[config.mk]
export PLATFORM = sky130hd
export DESIGN_NAME = tcw_front
export DESIGN_NICKNAME = d
export VERILOG_FILES = /design/src/rtl/text_console_writer_macros.svh /design/src/rtl/tcw_pkg.sv /design/src/rtl/tcw_front.sv
export SDC_FILE = /design/constraint.sdc
export NUM_CORES = 1
export LEC_CHECK = 0
export ABC_CLOCK_PERIOD_IN_PS = 5400
export BUFFER_PORTS_ARGS = -buffer_cell sky130_fd_sc_hd__buf_2
export CAP_MARGIN = 20
export CORE_MARGIN = 4
export CORE_UTILIZATION = 58
export DETAILED_ROUTE_END_ITERATION = 10
export PLACE_DENSITY_LB_ADDON = 0.05
export SYNTH_ARGS = -nofsm -noshare
export SYNTH_HDL_FRONTEND = slang
export SYNTH_SLANG_ARGS = --single-unit
[constraint.sdc]
create_clock -name clk -period 5.4 [get_ports clk]
set_input_delay 1.08 -clock clk [delete_from_list [all_inputs] [get_ports clk]]
set_output_delay 1.08 -clock clk [all_outputs]
set_load 0.02 [all_outputs]
[src/rtl/text_console_writer_macros.svh]
// ----------------------------------------------------------------------------
// text_console_writer_macros
// assertion macros for the console writer rtl
// ----------------------------------------------------------------------------
`ifndef TEXT_CONSOLE_WRITER_MACROS_SVH
`define TEXT_CONSOLE_WRITER_MACROS_SVH

// property that must hold at every clock edge out of reset
`define TCW_ASSERT(label, cond, msg) \
	label: assert property (@(posedge clk) disable iff (!arst_n) (cond)) \
		else $error(msg);

// same-cycle implication
`define TCW_ASSERT_IMP(label, ante, cons, msg) \
	label: assert property (@(posedge clk) disable iff (!arst_n) (ante) |-> (cons)) \
		else $error(msg);

`endif

[src/rtl/tcw_pkg.sv]
// ----------------------------------------------------------------------------
// tcw_pkg
// shared constants, command types and tables for the text console writer
// ----------------------------------------------------------------------------
`default_nettype none

package tcw_pkg;

	// screen geometry
	localparam int COLUMNS   = 80;
	localparam int ROWS      = 25;
	localparam int TAB_WIDTH = 8;
	localparam int CELLS     = ROWS * COLUMNS;

	// field widths
	localparam int ROW_W  = 5;
	localparam int COL_W  = 7;
	localparam int IDX_W  = 11;
	localparam int CELL_W = 16;
	localparam int CHR_W  = 8;
	localparam int ADDR_W = $clog2(CELLS);
	localparam int SWL_W  = $clog2(CELLS + 1);

	localparam logic [ROW_W-1:0] ROW_LAST = ROW_W'(ROWS - 1);
	localparam logic [COL_W-1:0] COL_LAST = COL_W'(COLUMNS - 1);
	localparam logic [ROW_W-1:0] ROW_HOME = ROW_W'(1);

	// cell index split by reciprocal multiply: exact for every index of IDX_W bits
	localparam int DIV_SH  = IDX_W + $clog2(COLUMNS);
	localparam int RECIP   = (2 ** DIV_SH + COLUMNS - 1) / COLUMNS;
	localparam int RECIP_W = $clog2(RECIP + 1);

	// character codes
	localparam logic [CHR_W-1:0] CH_BS    = 8'h08;
	localparam logic [CHR_W-1:0] CH_TAB   = 8'h09;
	localparam logic [CHR_W-1:0] CH_LF    = 8'h0A;
	localparam logic [CHR_W-1:0] CH_CR    = 8'h0D;
	localparam logic [CHR_W-1:0] CH_SPACE = 8'h20;
	localparam logic [CHR_W-1:0] CH_LAST  = 8'hFF;

	localparam logic [CHR_W-1:0]  ATTR_RESET  = 8'h0F;
	localparam logic [CELL_W-1:0] RESET_BLANK = {ATTR_RESET, CH_SPACE};

	localparam int QUEUE_DEPTH = 2;
	localparam int QPTR_W      = $clog2(QUEUE_DEPTH);
	localparam int QCNT_W      = $clog2(QUEUE_DEPTH + 1);

	typedef enum logic [1:0] {
		REQ_PUT,
		REQ_CLEAR,
		REQ_SETCUR,
		REQ_READ
	} req_type_t;

	typedef enum logic [3:0] {
		CMD_PRINT,
		CMD_BS,
		CMD_TAB,
		CMD_CR,
		CMD_LF,
		CMD_NOP,
		CMD_CLEAR,
		CMD_SETCUR,
		CMD_READ,
		CMD_RDZERO
	} cmd_kind_t;

	typedef struct packed {
		cmd_kind_t        kind;
		logic [CHR_W-1:0] chr;
		logic [ROW_W-1:0] row;
		logic [COL_W-1:0] col;
	} cmd_t;

	typedef enum logic [2:0] {
		BK_FETCH,
		BK_ADDR,
		BK_EXEC,
		BK_RDATA,
		BK_SWEEP,
		BK_RESULT
	} back_state_t;

	// next tab stop for every column code
	typedef logic [COL_W:0] tab_tbl_t [2 ** COL_W];

	function automatic tab_tbl_t build_tab_stops();
		tab_tbl_t t;
		for (int i = 0; i < 2 ** COL_W; i++) begin
			t[i] = (COL_W + 1)'((i / TAB_WIDTH + 1) * TAB_WIDTH);
		end
		return t;
	endfunction

	localparam tab_tbl_t TAB_STOP = build_tab_stops();

endpackage

`default_nettype wire

[src/rtl/tcw_front.sv]
// ----------------------------------------------------------------------------
// tcw_front
// two-stage intake: splits the read index, saturates cursor targets and
// turns each item into a command for the back end
// ----------------------------------------------------------------------------
`default_nettype none

module tcw_front import tcw_pkg::*; (
	input  wire logic              clk,
	input  wire logic              arst_n,
	input  wire logic              hold,
	input  wire logic              in_valid,
	output logic                   in_stall,
	input  wire logic [1:0]        req_type,
	input  wire logic [CHR_W-1:0]  char_code,
	input  wire logic [ROW_W-1:0]  row_in,
	input  wire logic [COL_W-1:0]  col_in,
	input  wire logic [IDX_W-1:0]  cell_index,
	output logic                   push,
	output cmd_t                   push_cmd,
	input  wire logic              full
);

	logic v_s1, v_s2;
	logic adv1, adv2, accept, move12;

	req_type_t        req_s1, req_s2;
	logic [CHR_W-1:0] char_s1, char_s2;
	logic [ROW_W-1:0] row_s1, row_s2;
	logic [COL_W-1:0] col_s1, col_s2;
	logic [IDX_W-1:0] idx_s1, idx_s2;
	logic [ROW_W-1:0] quo_s2;
	logic             ok_s2;

	logic [IDX_W+RECIP_W-1:0] prod;
	logic [IDX_W-1:0]         rd_base;

	assign adv2     = !v_s2 || !full;
	assign adv1     = !v_s1 || adv2;
	assign move12   = v_s1 && adv2;
	assign in_stall = !adv1 || hold;
	assign accept   = in_valid && !in_stall;
	assign push     = v_s2 && !full;

	always_ff @(posedge clk or negedge arst_n) begin
		if (!arst_n) begin
			v_s1 <= 1'b0;
			v_s2 <= 1'b0;
		end else begin
			if (accept) begin
				v_s1 <= 1'b1;
			end else if (move12) begin
				v_s1 <= 1'b0;
			end
			if (move12) begin
				v_s2 <= 1'b1;
			end else if (push) begin
				v_s2 <= 1'b0;
			end
		end
	end

	// row = index / COLUMNS
	assign prod = (IDX_W + RECIP_W)'(idx_s1) * (IDX_W + RECIP_W)'(RECIP);

	always_ff @(posedge clk) begin
		if (accept) begin
			req_s1  <= req_type_t'(req_type);
			char_s1 <= char_code;
			row_s1  <= row_in;
			col_s1  <= col_in;
			idx_s1  <= cell_index;
		end
		if (move12) begin
			req_s2  <= req_s1;
			char_s2 <= char_s1;
			row_s2  <= row_s1;
			col_s2  <= col_s1;
			idx_s2  <= idx_s1;
			quo_s2  <= ROW_W'(prod >> DIV_SH);
			ok_s2   <= idx_s1 < IDX_W'(CELLS);
		end
	end

	assign rd_base = IDX_W'(quo_s2 * COLUMNS);

	always_comb begin
		push_cmd.kind = CMD_NOP;
		push_cmd.chr  = char_s2;
		push_cmd.row  = (row_s2 > ROW_LAST) ? ROW_LAST : row_s2;
		push_cmd.col  = (col_s2 > COL_LAST) ? COL_LAST : col_s2;
		case (req_s2)
			REQ_PUT: begin
				case (char_s2) inside
					CH_BS:              push_cmd.kind = CMD_BS;
					CH_TAB:             push_cmd.kind = CMD_TAB;
					CH_CR:              push_cmd.kind = CMD_CR;
					CH_LF:              push_cmd.kind = CMD_LF;
					[CH_SPACE:CH_LAST]: push_cmd.kind = CMD_PRINT;
					default:            push_cmd.kind = CMD_NOP;
				endcase
			end
			REQ_CLEAR:  push_cmd.kind = CMD_CLEAR;
			REQ_SETCUR: push_cmd.kind = CMD_SETCUR;
			REQ_READ: begin
				push_cmd.kind = ok_s2 ? CMD_READ : CMD_RDZERO;
				push_cmd.row  = quo_s2;
				push_cmd.col  = COL_W'(idx_s2 - rd_base);
			end
			default: push_cmd.kind = CMD_NOP;
		endcase
	end

endmodule

`default_nettype wire

==> impl_metrics.toml <==
[outcome]
run_status = "complete, no violations"

[logic_synthesis]
synth_cell_type_count = 36
synth.most_common_cell = "inv_1"
post-synth-top-area-fraction_pct = 44.31
synth_top_cells_by_count = "83 x inv_1, 72 x ha_1, 68 x edfxtp_1"
synth-seq-cells = 70
syn_avg_cell_area_sq_um = 12.49
postSynth.topFlopCell = "edfxtp_1"
synth.yosys.seq_area_share_pct = 45.40
synthesis.nets = 511
synth_cells = 369
synthTopCellsByArea = "edfxtp_1 44%, ha_1 20%, fa_1 14%"
synth-edff-count = 68
async_reset_ff_share_pct = 2.857
post-synth-top-area-cell = "edfxtp_1"
synthesis.area_sq_um = 4608
ys.warnings.count = 0

[timing]
tightestPinTransition_ps = 615.6
timing_max_transition_violations_final = 0
setup_failing_eps_final = 0
timing.final.crit_period_ps = 4960
final.setup.tns_ps = 0
timing.fmax_mhz = 201.6
setup_repair_after_global_routing_missed_its_margin = "false"
final.period_utilization_pct = 91.86
timing.max_slew.rel_slack_pct = 58.96
final-hold-violation-count = 0
clock_skew_ps = 8.404

[drt]
vias_per_cell = 5.098
num_vias = 2804
wl_per_cell_um = 15.16
drtIter0Drc = 175
post-route-drc-count = 0
postRouteWirelength_um = 8339
post_route_antenna_net_violation_count = 0
first_pass_iters = 4

[layout]
fin_nets = 585
areaGrowthSynthToFinish_pct = 15.50
antenna_cells_inserted = 0
multi_input_comb_area_sq_um = 2212
seqCellArea_sq_um = 2092
finish.instance_area_sq_um = 5323
layout.filler_cells = 559
drive_gt1_share_pct = 20.09

[critical_path]
reg2regPathDepth = 16
r2r_start = "idx_s1[5]"
critical_path.max_fanout = 6
worstSetupStartpointType = "flip-flop"
critical_path_sink_type = "flip-flop"
critical_path.endpoint = "quo_s2[4]"
r2r_end = "quo_s2[4]"
worstPathRequired_ps = 5480
crit_start = "idx_s1[5]"
worstPathArrival_ps = 5040
timing.reg2reg.setup_slack_ps = 440
worst-setup-path-type = "flip-flop to flip-flop"

[grt]
globalRouteTotalUtil_pct = 19.67
grt_remaining_overflow = 0
antenna_found_initial = 0
first_global_vias = 3046
grt_first_pass_wirelength_um = 14510
grt_max_degree = 36

[floorplan]
area_of_the_core_region_sq_um = 7727
row_count = 32
design.die.area_sq_um = 9435
die_w_um = 97.14
die_h_um = 97.14
floorplan.initialDensity_pct = 59.63
ios = 64

[clock_network]
cts_root_buf = "clkbuf_8"
cts.path.max_buffers = 2
clkSinkCount = 70
postCtsResizedCells = 0
post_cts.repair.setup_buffers = 0
cts_inserted_buffers = 9
clk_latency_ps = 340
clock_pin_slew_reported_for_the_worst_setup_and_hold_paths_after_clock_tree_synthesis_ps = 80
clock_tree_from_tritoncts = "yes"
post_cts_hold_buffer_count = 0
h_tree_levels = 3

[placed_design]
gp_congestion = 0.8897
place_area_sq_um = 5066
post-dp-hpwl_um = 6951
port_buffers = 63

[min_path]
timing.hold.worst_path_depth = 0
holdCritPathClass = "flip-flop to flip-flop"

[power_and_ir_drop]
power-per-cell-area_nw_per_um2 = 336.1
irDropWorstVdd_mv = 0.2591
leakage_uw = 0.002525

[job]
drv_cap = 0
-- per-layer routing --
layer / vias up / share of wire, % / global-route usage (%)
met5: - / 0 / 0
met4: 0 / 0.80 / 4.320
met3: 6 / 5.1 / 5.097
met2: 65 / 49 / 31.79
met1: 1330 / 45 / 27.04
li1: 1403 / - / -
-- per-stage QoR --
stage,utilization [%],hold slack [ps],power [uW],std cells,setup slack [ps]
after floorplan,-,400.3,1159,369,734.1
after global placement,65.56,400.4,1319,533,514.4
after detailed placement,65.56,404.5,1332,533,389.7
after CTS,68.43,418.3,1796,549,364.6
after global routing,68.88,427.2,1941,550,119.5
final,68.88,420.5,1789,550,439.7
-- how the worst min path moves through the flow --
stage	to	slack [ps]	start
6_report	col_s2[3]	420	col_s1[3]
5_1_grt	row_s2[3]	430	row_s1[3]
4_1_cts	row_s2[3]	420	row_s1[3]
3_5_place_dp	col_s2[3]	400	col_s1[3]
3_3_place_gp	char_s2[5]	400	char_s1[5]
2_1_floorplan	char_s2[0]	400	char_s1[0]
-- kinds of logic (layout without fill, tap and decap cells) --
family,after synthesis,in the layout,share of synthesized area (%)
fa+ha+maj,104,104,33.45
buf+inv,86,165,7.005
flops,70,70,45.40
simple gates,52,52,5.240
compound gates,44,44,6.326
xor+xnor,11,11,2.091
mux,2,2,0.4887
-- worst max-delay path: stages, from the launching register on --
cell	delay [ps]
edfxtp_1	470
inv_1	120
ha_1	340
fa_1	490
inv_1	60
fa_1	490
inv_1	50
fa_1	510
fa_1	550
inv_1	40
ha_1	350
a21oi_1	260
nand2_1	90
o41ai_2	270
o211ai_1	140
a221o_1	350
xnor2_1	130
-- placed cells by master (no fill, tap or decap), types with 2 or more instances in the layout --
master,count
clkinv_4,2
o22ai_1,2
nand2b_1,3
nor2b_1,2
a31oi_1,3
buf_2,63
xor2_1,2
mux2_2,2
a21oi_1,6
nand2_1,28
nand3_1,6
buf_4,2
a21oi_2,2
o21a_1,2
and3_1,2
o21ai_0,15
ha_1,72
inv_1,83
clkbuf_8,9
nor2_1,4
edfxtp_1,68
bufinv_16,2
a221o_1,2
o211ai_1,2
o311ai_0,2
a21o_1,2
fa_1,32
nand4_1,2
xnor2_1,9
a211oi_1,2
dfrtp_1,2
-- cell type report --
type,instances,share of cell area [%]
Multi-Input combinational cell,213,41.56
Sequential cell,70,39.30
Timing Repair Buffer,66,6.723
Inverter,83,5.853
Clock buffer,10,2.398
Tap cell,102,2.398
Clock inverter,6,1.763
-- where the power goes --
group / leakage [uW] / internal (uW) / switching, uW / total (uW)
logic: 0.00176 / 283 / 385 / 667
registers: 0.000658 / 645 / 22.8 / 668
clock network: 0.000107 / 263 / 191 / 454
-- state kept, by name, summed over array words and instances (netlist names) --
name,cells
row_s2,5
char_s1,8
col_s2,7
v_s1,1
quo_s2,5
v_s2,1
char_s2,8
col_s1,7
ok_s2,1
req_s2,2
idx_s1,11
row_s1,5
req_s1,2
idx_s2,7
Note: power is estimated with default switching activity, not from simulation.
