==> config.mk <==
export PLATFORM = sky130hd
export DESIGN_NAME = tcw_queue
export DESIGN_NICKNAME = d
export VERILOG_FILES = /design/src/rtl/text_console_writer_macros.svh /design/src/rtl/tcw_pkg.sv /design/src/rtl/tcw_queue.sv
export SDC_FILE = /design/constraint.sdc
export NUM_CORES = 1
export LEC_CHECK = 0
export ABC_AREA = 1
export ABC_CLOCK_PERIOD_IN_PS = 2400
export BUFFER_PORTS_ARGS = -buffer_cell sky130_fd_sc_hd__buf_4
export CAP_MARGIN = 10
export CORE_MARGIN = 10
export CORE_UTILIZATION = 29
export CTS_BUF_LIST = sky130_fd_sc_hd__clkbuf_2 sky130_fd_sc_hd__clkbuf_4 sky130_fd_sc_hd__clkbuf_8
export DETAILED_ROUTE_END_ITERATION = 10
export PLACE_DENSITY = 0.5
export SYNTH_ARGS = -nofsm -noshare
export SYNTH_HDL_FRONTEND = slang
export SYNTH_SLANG_ARGS = --single-unit
==> constraint.sdc <==
create_clock -name clk -period 2.4 [get_ports clk]
set_clock_uncertainty 0.1 [all_clocks]
set_input_delay 0.12 -clock clk [delete_from_list [all_inputs] [get_ports clk]]
set_output_delay 0.12 -clock clk [all_outputs]
set_load 0.01 [all_outputs]
==> src/rtl/text_console_writer_macros.svh <==
// ----------------------------------------------------------------------------
// text_console_writer_macros
// assertion macros for the console writer rtl
// ----------------------------------------------------------------------------
`ifndef TEXT_CONSOLE_WRITER_MACROS_SVH
`define TEXT_CONSOLE_WRITER_MACROS_SVH

// property that must hold at every clock edge out of reset
`define TCW_ASSERT(label, cond, msg) \
	label: assert property (@(posedge clk) disable iff (!arst_n) (cond)) \
		else $error(msg);

// same-cycle implication
`define TCW_ASSERT_IMP(label, ante, cons, msg) \
	label: assert property (@(posedge clk) disable iff (!arst_n) (ante) |-> (cons)) \
		else $error(msg);

`endif

==> src/rtl/tcw_pkg.sv <==
// ----------------------------------------------------------------------------
// tcw_pkg
// shared constants, command types and tables for the text console writer
// ----------------------------------------------------------------------------
`default_nettype none

package tcw_pkg;

	// screen geometry
	localparam int COLUMNS   = 80;
	localparam int ROWS      = 25;
	localparam int TAB_WIDTH = 8;
	localparam int CELLS     = ROWS * COLUMNS;

	// field widths
	localparam int ROW_W  = 5;
	localparam int COL_W  = 7;
	localparam int IDX_W  = 11;
	localparam int CELL_W = 16;
	localparam int CHR_W  = 8;
	localparam int ADDR_W = $clog2(CELLS);
	localparam int SWL_W  = $clog2(CELLS + 1);

	localparam logic [ROW_W-1:0] ROW_LAST = ROW_W'(ROWS - 1);
	localparam logic [COL_W-1:0] COL_LAST = COL_W'(COLUMNS - 1);
	localparam logic [ROW_W-1:0] ROW_HOME = ROW_W'(1);

	// cell index split by reciprocal multiply: exact for every index of IDX_W bits
	localparam int DIV_SH  = IDX_W + $clog2(COLUMNS);
	localparam int RECIP   = (2 ** DIV_SH + COLUMNS - 1) / COLUMNS;
	localparam int RECIP_W = $clog2(RECIP + 1);

	// character codes
	localparam logic [CHR_W-1:0] CH_BS    = 8'h08;
	localparam logic [CHR_W-1:0] CH_TAB   = 8'h09;
	localparam logic [CHR_W-1:0] CH_LF    = 8'h0A;
	localparam logic [CHR_W-1:0] CH_CR    = 8'h0D;
	localparam logic [CHR_W-1:0] CH_SPACE = 8'h20;
	localparam logic [CHR_W-1:0] CH_LAST  = 8'hFF;

	localparam logic [CHR_W-1:0]  ATTR_RESET  = 8'h0F;
	localparam logic [CELL_W-1:0] RESET_BLANK = {ATTR_RESET, CH_SPACE};

	localparam int QUEUE_DEPTH = 2;
	localparam int QPTR_W      = $clog2(QUEUE_DEPTH);
	localparam int QCNT_W      = $clog2(QUEUE_DEPTH + 1);

	typedef enum logic [1:0] {
		REQ_PUT,
		REQ_CLEAR,
		REQ_SETCUR,
		REQ_READ
	} req_type_t;

	typedef enum logic [3:0] {
		CMD_PRINT,
		CMD_BS,
		CMD_TAB,
		CMD_CR,
		CMD_LF,
		CMD_NOP,
		CMD_CLEAR,
		CMD_SETCUR,
		CMD_READ,
		CMD_RDZERO
	} cmd_kind_t;

	typedef struct packed {
		cmd_kind_t        kind;
		logic [CHR_W-1:0] chr;
		logic [ROW_W-1:0] row;
		logic [COL_W-1:0] col;
	} cmd_t;

	typedef enum logic [2:0] {
		BK_FETCH,
		BK_ADDR,
		BK_EXEC,
		BK_RDATA,
		BK_SWEEP,
		BK_RESULT
	} back_state_t;

	// next tab stop for every column code
	typedef logic [COL_W:0] tab_tbl_t [2 ** COL_W];

	function automatic tab_tbl_t build_tab_stops();
		tab_tbl_t t;
		for (int i = 0; i < 2 ** COL_W; i++) begin
			t[i] = (COL_W + 1)'((i / TAB_WIDTH + 1) * TAB_WIDTH);
		end
		return t;
	endfunction

	localparam tab_tbl_t TAB_STOP = build_tab_stops();

endpackage

`default_nettype wire

==> src/rtl/tcw_queue.sv <==
// ----------------------------------------------------------------------------
// tcw_queue
// short command queue between front and back end
// ----------------------------------------------------------------------------
`default_nettype none

module tcw_queue import tcw_pkg::*; (
	input  wire logic clk,
	input  wire logic arst_n,
	input  wire logic push,
	input  wire cmd_t push_cmd,
	output logic      full,
	input  wire logic pop,
	output cmd_t      head,
	output logic      empty
);

	cmd_t              slots_q [QUEUE_DEPTH];
	logic [QPTR_W-1:0] wr_ptr_q, rd_ptr_q;
	logic [QCNT_W-1:0] count_q;

	assign full  = count_q == QCNT_W'(QUEUE_DEPTH);
	assign empty = count_q == '0;
	assign head  = slots_q[rd_ptr_q];

	always_ff @(posedge clk or negedge arst_n) begin
		if (!arst_n) begin
			wr_ptr_q <= '0;
			rd_ptr_q <= '0;
			count_q  <= '0;
		end else begin
			if (push) begin
				wr_ptr_q <= (wr_ptr_q == QPTR_W'(QUEUE_DEPTH - 1)) ? '0 : wr_ptr_q + 1'b1;
			end
			if (pop) begin
				rd_ptr_q <= (rd_ptr_q == QPTR_W'(QUEUE_DEPTH - 1)) ? '0 : rd_ptr_q + 1'b1;
			end
			if (push && !pop) begin
				count_q <= count_q + 1'b1;
			end else if (pop && !push) begin
				count_q <= count_q - 1'b1;
			end
		end
	end

	always_ff @(posedge clk) begin
		if (push) begin
			slots_q[wr_ptr_q] <= push_cmd;
		end
	end

endmodule

`default_nettype wire

==> summary.md, run 1 <==
| Metric | Value |
|---|---|
| Status | complete, no violations |
| Gpl congestion | between 0.6 and 0.7 |
| Placeable core region | 0.00683 sq mm |
| Sw Share | 0.267 |
| Most frequent CP cell | buf_4 |
| Sink Count | 52 |
| Main combinational cell family by area after synthesis | multiplexers |
| Y dimension of the die | 104 um |
| Source-to-sink clock delay at the later pin of the worst-skew pair | 0.30 ns |
| Minimum clock period | 1.71 ns |
| Total Wirelength | approximately 4.1 mm |
| Max H-tree Level | 2 |
| Nets | 218 |
| Worst setup EP type | output pin |
| Vias in the first global route | 1264 |
| Total power consumption of the routed design | 0.00306 W |
| DRT Pass-1 Iters | 4 |
| Critical path launch point type | flip-flop |
| Combined area of the multi-input logic cells | 424 sq um |
| Clock network fraction of total power | 0.227 |
| Top cell type by total area after synthesis | edfxtp_1 |
| EDFF count, synth | 48 |
| DRC viols | 0 |
| Post-Synthesis Cells | 100 |
| Number of nets with antenna violations after routing | 0 |
| Final worst-path cycle share | 0.714 |
| Pre-CTS WS | 0.987 ns |
| I/O pin cnt | 54 |
| F_max | 584 MHz |
| Number of setup violations in the final report | 0 |
| Final number of max-transition violations | 0 |
| Simple-gate portion of the synthesized area | 0.0202 |
| Area of the mapped netlist | 0.00204 sq mm |
| Post-synthesis average cell area | 20.4 sq um |
| Buffers inserted by post-CTS timing repair | 0 |
| Global route total overflow | 0 |
| Total number of vias | 1125 |
| Mean number of vias per cell | 3.93 |
| Setup repair after global routing missed its margin | no |
| WP data required | 2.18 ns |
| Number of register bits inferred by synthesis | 52 |
| Leakage power summed over all cells | around 1.2 nW |
| Area occupied by registers | 0.00154 sq mm |
| Type of the tightest min-delay check | input pin to asynchronous set/reset pin |
| Proportion of synthesized chip area in sequential cells | 0.755 |
| Most common library cells after synthesis | edfxtp_1 (48), mux2_4 (19), inv_1 (7) |
| Critical-path cell with the highest stage delay | mux2_2 |
| Synth area leaders | edfxtp_1 (71%), mux2_4 (14%), dfrtp_1 (4.9%) |
| Adder-cell share of the synthesized area | 0.00613 |
| Ratio of cells with drive above 1 in the final layout | 0.479 |
| WP data arrival | roughly 1.5 ns |
| Largest net degree at the start of global routing | 19 |
| Parity-gate share of the synthesized area counting xor and xnor cells | 0.0129 |
| Multiplexer area fraction after synthesis | 0.167 |
| Clock tree from TritonCTS | built |
| Initial cell density of the core | 0.299 |
| CTS Hold Buffers Added | 27 |
| Compound-cell area share of the yosys netlist | 0 |
| Most common flop cell mapped by yosys | edfxtp_1 |
| Die W | approximately 100 um |
| Slew margin rel. | 0.785 |
| Internal power contribution | 0.00225 W |
| Largest delay share family, worst path | buffers and inverters |
| Area Growth Syn to Fin | 44.8% |
| Detail-routed net length per standard cell | ~14 um |
| Chain of cells forming the critical path | buf_4 -> mux2_2 -> buf_4 |
| Root cell of the clock tree | clkbuf_8 |
| Peak VDD IR | roughly 510 uV |
| Share of power burned in combinational logic | 0.357 |
| Clock transition at the register clock pins on the worst setup and hold paths after CTS | about 0.090 ns |
| Smallest setup slack after layout | 0.687 ns |
| Share of async-settable or async-resettable flops after synthesis | 0.0769 |
| Number of nets in the synthesized netlist | 129 |
| Global-route wire length before repair | about 6.5 mm |
| Total of fill cells in the finished design | 640 |
| Slew at the pin closest to its max-slew limit | 0.322 ns |
| Synth top area share | 0.706 |
| Setup TNS | 0 ns |
| Final hold violation count | 0 |
| DIE AREA | 0.0108 sq mm |
| Worst path max stage delay | 0.38 ns |
| Antenna diode count | 0 |
| Cell Pwr Density | 1040 mW/mm^2 |
| First DRT Iteration DRCs | 40 |
| CTS Buf Count | 5 |
| Worst path bufs/invs | 2 |
| Total routing resource utilization after global routing | 0.0756 |
| Number of antenna violations at the first check in global routing | 0 |
| Post-DP HPWL | 2.98 mm |
| Register share of total power | 0.416 |
| Unique cell type count in the Yosys netlist | 14 |
| Number of maximum-capacitance constraint violations | 0 |
| Peak fanout along the critical path | 18 |
| Switching power | 0.000817 W |
| FP Rows | 30 |
| Syn. warnings | 0 |
| Class of the most critical setup path | flip-flop to output pin |
| Bufs on Longest Clock Path | 2 |
| Post-CTS resize count | 0 |
| IO Port Bufs | 53 |
| Most frequently used cell type in the post-synthesis netlist | edfxtp_1 |
## sequential cells by signal, indices dropped and copies added (netlist names)
name / cells
wr_ptr_q: 1
slots_q: 48
rd_ptr_q: 1
count_q: 2
## cell type report
type	count	area share
clock buffers	6	0.0258
clock inverters	2	0.0203
inverters	7	0.00889
multi-input cells	38	0.144
flip-flops and latches	52	0.522
well taps	96	0.0407
repair buffers	85	0.239
## path summary, 6_finish.rpt
check	startpoint	end	slack (ns)	cells past startpoint
worst min register to register	wr_ptr_q	wr_ptr_q	0.42	1
max in group asynchronous	arst_n	count_q[0]	2.04	2
min in group clk	wr_ptr_q	wr_ptr_q	0.42	1
worst min-delay path	arst_n	wr_ptr_q	0.05	2
worst max-delay path	rd_ptr_q	head[3]	0.69	3
worst max register to register	wr_ptr_q	slots_q[1][3]	0.99	3
## per-layer routing
metal  share of wire  global-route usage  up-vias
met5               0                   0        -
met2            0.47               0.118       41
met1            0.46              0.0913      534
li1                -                   -      545
met4          0.0089              0.0268        0
met3           0.059              0.0322        5
## placed cells by master (no fill, tap or decap), drive strengths merged
cell type    instances
nand4                1
dfrtp                4
edfxtp              48
dlygate4sd3         27
buf                 58
ha                   1
nor2                 3
mux2                24
inv                  7
bufinv               2
xor2                 2
clkbuf               6
nand2                5
nand3                1
xnor2                1
## cells by family after synthesis
group | after synthesis
AND/OR/NAND/NOR | 10
buffers and inverters | 10
flip-flops | 52
multiplexers | 24
XOR/XNOR | 3
adder cells (fa/ha/maj) | 1
## power groups by stage
| stage | Sequential (W) | Clock, W | Combinational (W) |
|---|---|---|---|
| after global routing | 0.00129 | 0.000766 | 0.00119 |
| final | 0.00127 | 0.000695 | 0.00109 |
| after global placement | 0.00129 | 0 | 0.00108 |
| after detailed placement | 0.00130 | 0 | 0.00110 |
| after CTS | 0.00128 | 0.000727 | 0.00113 |
| after floorplan | 0.00128 | 0 | 0.000704 |
## per-stage QoR
| step | utilization | instances | instance area, sq um | hold WS (ns) |
|---|---|---|---|---|
| 6_report | 0.432 | 286 | 2950 | 0.0499 |
| 4_1_cts | 0.432 | 286 | 2950 | 0.0365 |
| 3_5_place_dp | 0.373 | 251 | 2550 | -0.175 |
| 2_1_floorplan | - | 100 | 2040 | -0.276 |
| 5_1_grt | 0.432 | 286 | 2950 | 0.0337 |
| 3_3_place_gp | 0.373 | 251 | 2550 | -0.178 |
Note: power is estimated with default switching activity, not from simulation.
==> run 2: changes to the inputs <==
- ABC_AREA: 1 -> 0
- ABC_CLOCK_PERIOD_IN_PS: 2400 -> 1700
- clock period: 2.4 -> 1.7 ns (I/O delays scaled with it)
==> run 2 against run 1 <==
  * Design area increased by 0.38%
  * Clock-buffer cell count shrank 1
  * Via count is 0.80% lower
  * Core utilization up 0.40 points
  * Clock power is 18% higher
==> summary.md, run 2 <==
| Metric | Value |
|---|---|
| Status | complete, no violations (unchanged) |
| Leakage power summed over all cells | 1.19 nW (was 1.21 nW) |
| Post-Synthesis Cells | 91 (was 100) |
| Class of the most critical setup path | flip-flop to output pin (unchanged) |
| Critical path launch point type | flip-flop (unchanged) |
| Initial cell density of the core | 0.297 (was 0.299) |
| Final worst-path cycle share | 0.927 |
| Simple-gate portion of the synthesized area | 0.0130 (was 0.0202) |
| Sink Count | 52 (unchanged) |
| Number of register bits inferred by synthesis | 52 (unchanged) |
| Parity-gate share of the synthesized area counting xor and xnor cells | 0.0217 (was 0.0129) |
| Number of nets in the synthesized netlist | 120 (was 129) |
| Cell Pwr Density | 1430 mW/mm^2 (was 1040 mW/mm^2) |
| Met3 routed wirelength | 378 um (was 241 um) |
| Total number of vias | 1116 (was 1125) |
| Flip-flop count of the largest register after layout | 48 (unchanged) |
| Final number of max-transition violations | 0 (unchanged) |
| Smallest setup slack after layout | 0.125 ns (was 0.687 ns) |
| Global-route wire length before repair | 6.13 mm (was 6.51 mm) |
| Worst hold path startpoint | count_q[1] |
| Worst setup path endpoint | head[9] (was head[3]) |
| Main combinational cell family by area after synthesis | multiplexers (unchanged) |
| Area Growth Syn to Fin | 46.7% (was 44.8%) |
| Setup crit start | rd_ptr_q (unchanged) |
| Pre-CTS WS | 0.296 ns (was 0.987 ns) |
| Worst setup EP type | output pin (unchanged) |
| I/O pin cnt | 54 (unchanged) |
| Register-to-Register Setup Slack | 0.44 ns (was 0.99 ns) |
| Count of non-filler cells in the finished layout | 282 (was 286) |
| EDFF count, synth | 48 (unchanged) |
| Placeable core region | 0.00679 sq mm (was 0.00683 sq mm) |
| Number of nets with antenna violations after routing | 0 (unchanged) |
| Compound-cell area share of the yosys netlist | 0 (unchanged) |
| WP data required | 1.51 ns (was 2.18 ns) |
| Multiplexer area fraction after synthesis | 0.169 (was 0.167) |
| Startpoint of the worst-slack reg-to-reg timing path | wr_ptr_q (unchanged) |
| Synth area leaders | edfxtp_1 (71%), mux2_4 (14%), dfrtp_1 (5.0%) (was edfxtp_1 (71%), mux2_4 (14%), dfrtp_1 (4.9%)) |
| Nets | 214 (was 218) |
| Ratio of cells with drive above 1 in the final layout | 0.511 (was 0.479) |
| Post-DP HPWL | 2.85 mm (was 2.98 mm) |
| Registers with the most flip-flops | slots_q x48, count_q x2 (unchanged) |
| Global route total overflow | 0 (unchanged) |
| Gpl congestion | 0.674 (was 0.627) |
| Share of async-settable or async-resettable flops after synthesis | 0.0769 (unchanged) |
| Area of the mapped netlist | 0.00202 sq mm (was 0.00204 sq mm) |
| Die W | 103 um (was 104 um) |
| Largest net degree at the start of global routing | 20 (was 19) |
| Most common library cell in the layout ignoring fill and taps | buf_4 (unchanged) |
| Most common library cells after synthesis | edfxtp_1 (48), mux2_4 (19), mux2_2 (5) (was edfxtp_1 (48), mux2_4 (19), inv_1 (7)) |
| DRC viols | 0 (unchanged) |
| Synth top area share | 0.713 (was 0.706) |
| Clock transition at the register clock pins on the worst setup and hold paths after CTS | 0.09 ns (about the same) |
| Slew at the pin closest to its max-slew limit | 0.279 ns (was 0.322 ns) |
| Register containing the most flip-flops in the final layout | slots_q (unchanged) |
| Final hold violation count | 0 (unchanged) |
| Detail-routed net length per standard cell | 14.2 um (about the same) |
| Leading cell types in the layout, fill and taps excluded | buf_4 (60), edfxtp_1 (48), dlygate4sd3_1 (29), mux2_4 (19) (was buf_4 (58), edfxtp_1 (48), dlygate4sd3_1 (27), mux2_4 (19), inv_1 (7)) |
| Mean number of vias per cell | 3.96 (was 3.93) |
| Top cell type by total area after synthesis | edfxtp_1 (unchanged) |
| Most common flop cell mapped by yosys | edfxtp_1 (unchanged) |
| First DRT Iteration DRCs | 28 (was 40) |
| WP data arrival | 1.39 ns (was 1.49 ns) |
| WL met2 | 2.06 mm (was 1.92 mm) |
| Peak VDD IR | 575 uV (was 514 uV) |
| Unique cell type count in the Yosys netlist | 13 (was 14) |
| Number of placed instances, taps included | 243 (was 251) |
| Most frequently used cell type in the post-synthesis netlist | edfxtp_1 (unchanged) |
| Number of setup violations in the final report | 0 (unchanged) |
| Proportion of synthesized chip area in sequential cells | 0.763 (was 0.755) |
| Number of antenna violations at the first check in global routing | 0 (unchanged) |
| F_max | between 600 and 700 MHz |
| Bufs on Longest Clock Path | 2 (unchanged) |
| Routed length on met1 | 1.53 mm (was 1.86 mm) |
| Minimum clock period | 1.58 ns |
| Total routing resource utilization after global routing | 0.0759 (was 0.0756) |
| Clock tree from TritonCTS | built (unchanged) |
| Vias in the first global route | 1269 (was 1264) |
| FP Rows | 30 (unchanged) |
| Setup TNS | 0 ns (unchanged) |
| IO Port Bufs | 53 (unchanged) |
| Setup repair after global routing missed its margin | no (unchanged) |
| Cell count of the worst reg-to-reg path | 2 (was 3) |
| Antenna diode count | 0 (unchanged) |
| DRT Pass-1 Iters | 4 (unchanged) |
| Slew margin rel. | 0.814 (was 0.785) |
| Y dimension of the die | 103 um (was 104 um) |
| Total Wirelength | 4.00 mm (was 4.06 mm) |
| Max H-tree Level | 2 (unchanged) |
| Type of the tightest min-delay check | flip-flop to flip-flop (was input pin to asynchronous set/reset pin) |
| Number of maximum-capacitance constraint violations | 0 (unchanged) |
| Highest metal used | met4 (unchanged) |
| DIE AREA | 0.0107 sq mm (was 0.0108 sq mm) |
| Reg2Reg Capture Point | slots_q[1][21] (was slots_q[1][3]) |
| Root cell of the clock tree | clkbuf_8 (unchanged) |
| Post-synthesis average cell area | 22.2 sq um (was 20.4 sq um) |
| Peak fanout along the critical path | 16 (was 18) |
| Adder-cell share of the synthesized area | 0.00619 (was 0.00613) |
| CTS Buf Count | 5 (unchanged) |
| Source-to-sink clock delay at the later pin of the worst-skew pair | 0.30 ns (about the same) |
| Syn. warnings | 0 (unchanged) |
[run 2: cell count changes in the layout (fill, tap and decap cells not counted), moves of 2 or more]
cell	delta
dlygate4sd3_1	+2
xor2_1	+2
nand2_1	-5
inv_1	-6
buf_4	+2
[run 2: cell type report]
type	instances	area (sq um)
fillers	607	3830
repair buffers	90	761
multi-input cells	35	427
flip-flops and latches	52	1540
clock inverters	3	42.5
inverters	1	3.75
well taps	96	120
clock buffers	5	68.8
[run 2: repair_timing]
item,CTS,global route
hold buffers,29,0
resized for setup,1,0
endpoints found under the hold margin,54,0
pin swaps,0,0
setup buffers,0,2
setup endpoints to repair,18,5
[run 2: cells by family after synthesis]
family | count (synthesis)
buffers and inverters | 4
and+or+nand+nor | 5
DFF | 52
xor gates and xnor gates | 5
adders and majority gates | 1
muxes | 24
[run 2: how the worst min path moves through the flow]
stage,to,slack (ns),cells past startpoint
finish,count_q[1],0.39,1
global route,slots_q[1][1],0.39,2
CTS,count_q[1],0.40,1
detailed placement,count_q[1],-0.21,1
global placement,count_q[1],-0.21,1
floorplan,count_q[0],-0.31,0
[run 2: power breakdown]
group | switching (W) | leakage [nW] | internal, W | total, W
combinational | 0.000665 | 0.642 | 0.000936 | 0.00160
sequential | 0.000104 | 0.496 | 0.00171 | 0.00181
clock | 0.000382 | 0.0541 | 0.000435 | 0.000817
total | 0.00115 | 1.19 | 0.00308 | 0.00423
[run 2: metrics by stage]
stage                     hold slack [ns]   util  cell area, sq um  power [W]
after floorplan                    -0.311      -              2020    0.00280
after CTS                           0.396  0.434              2950    0.00429
after detailed placement           -0.210  0.375              2550    0.00340
after global placement             -0.213  0.375              2550    0.00337
final                               0.392  0.436              2970    0.00423
after global routing                0.394  0.436              2970    0.00450
[run 2: worst max-delay path, cell delays in order (launching register included)]
cell	delay, ns
dfrtp_2	0.42
buf_12	0.18
mux2_2	0.35
buf_4	0.14
[run 2: per-layer routing]
metal / global-route usage / up-vias
met3: 0.0379 / 5
met1: 0.0798 / 543
met5: 0 / -
met2: 0.132 / 39
met4: 0.0193 / 0
li1: - / 529
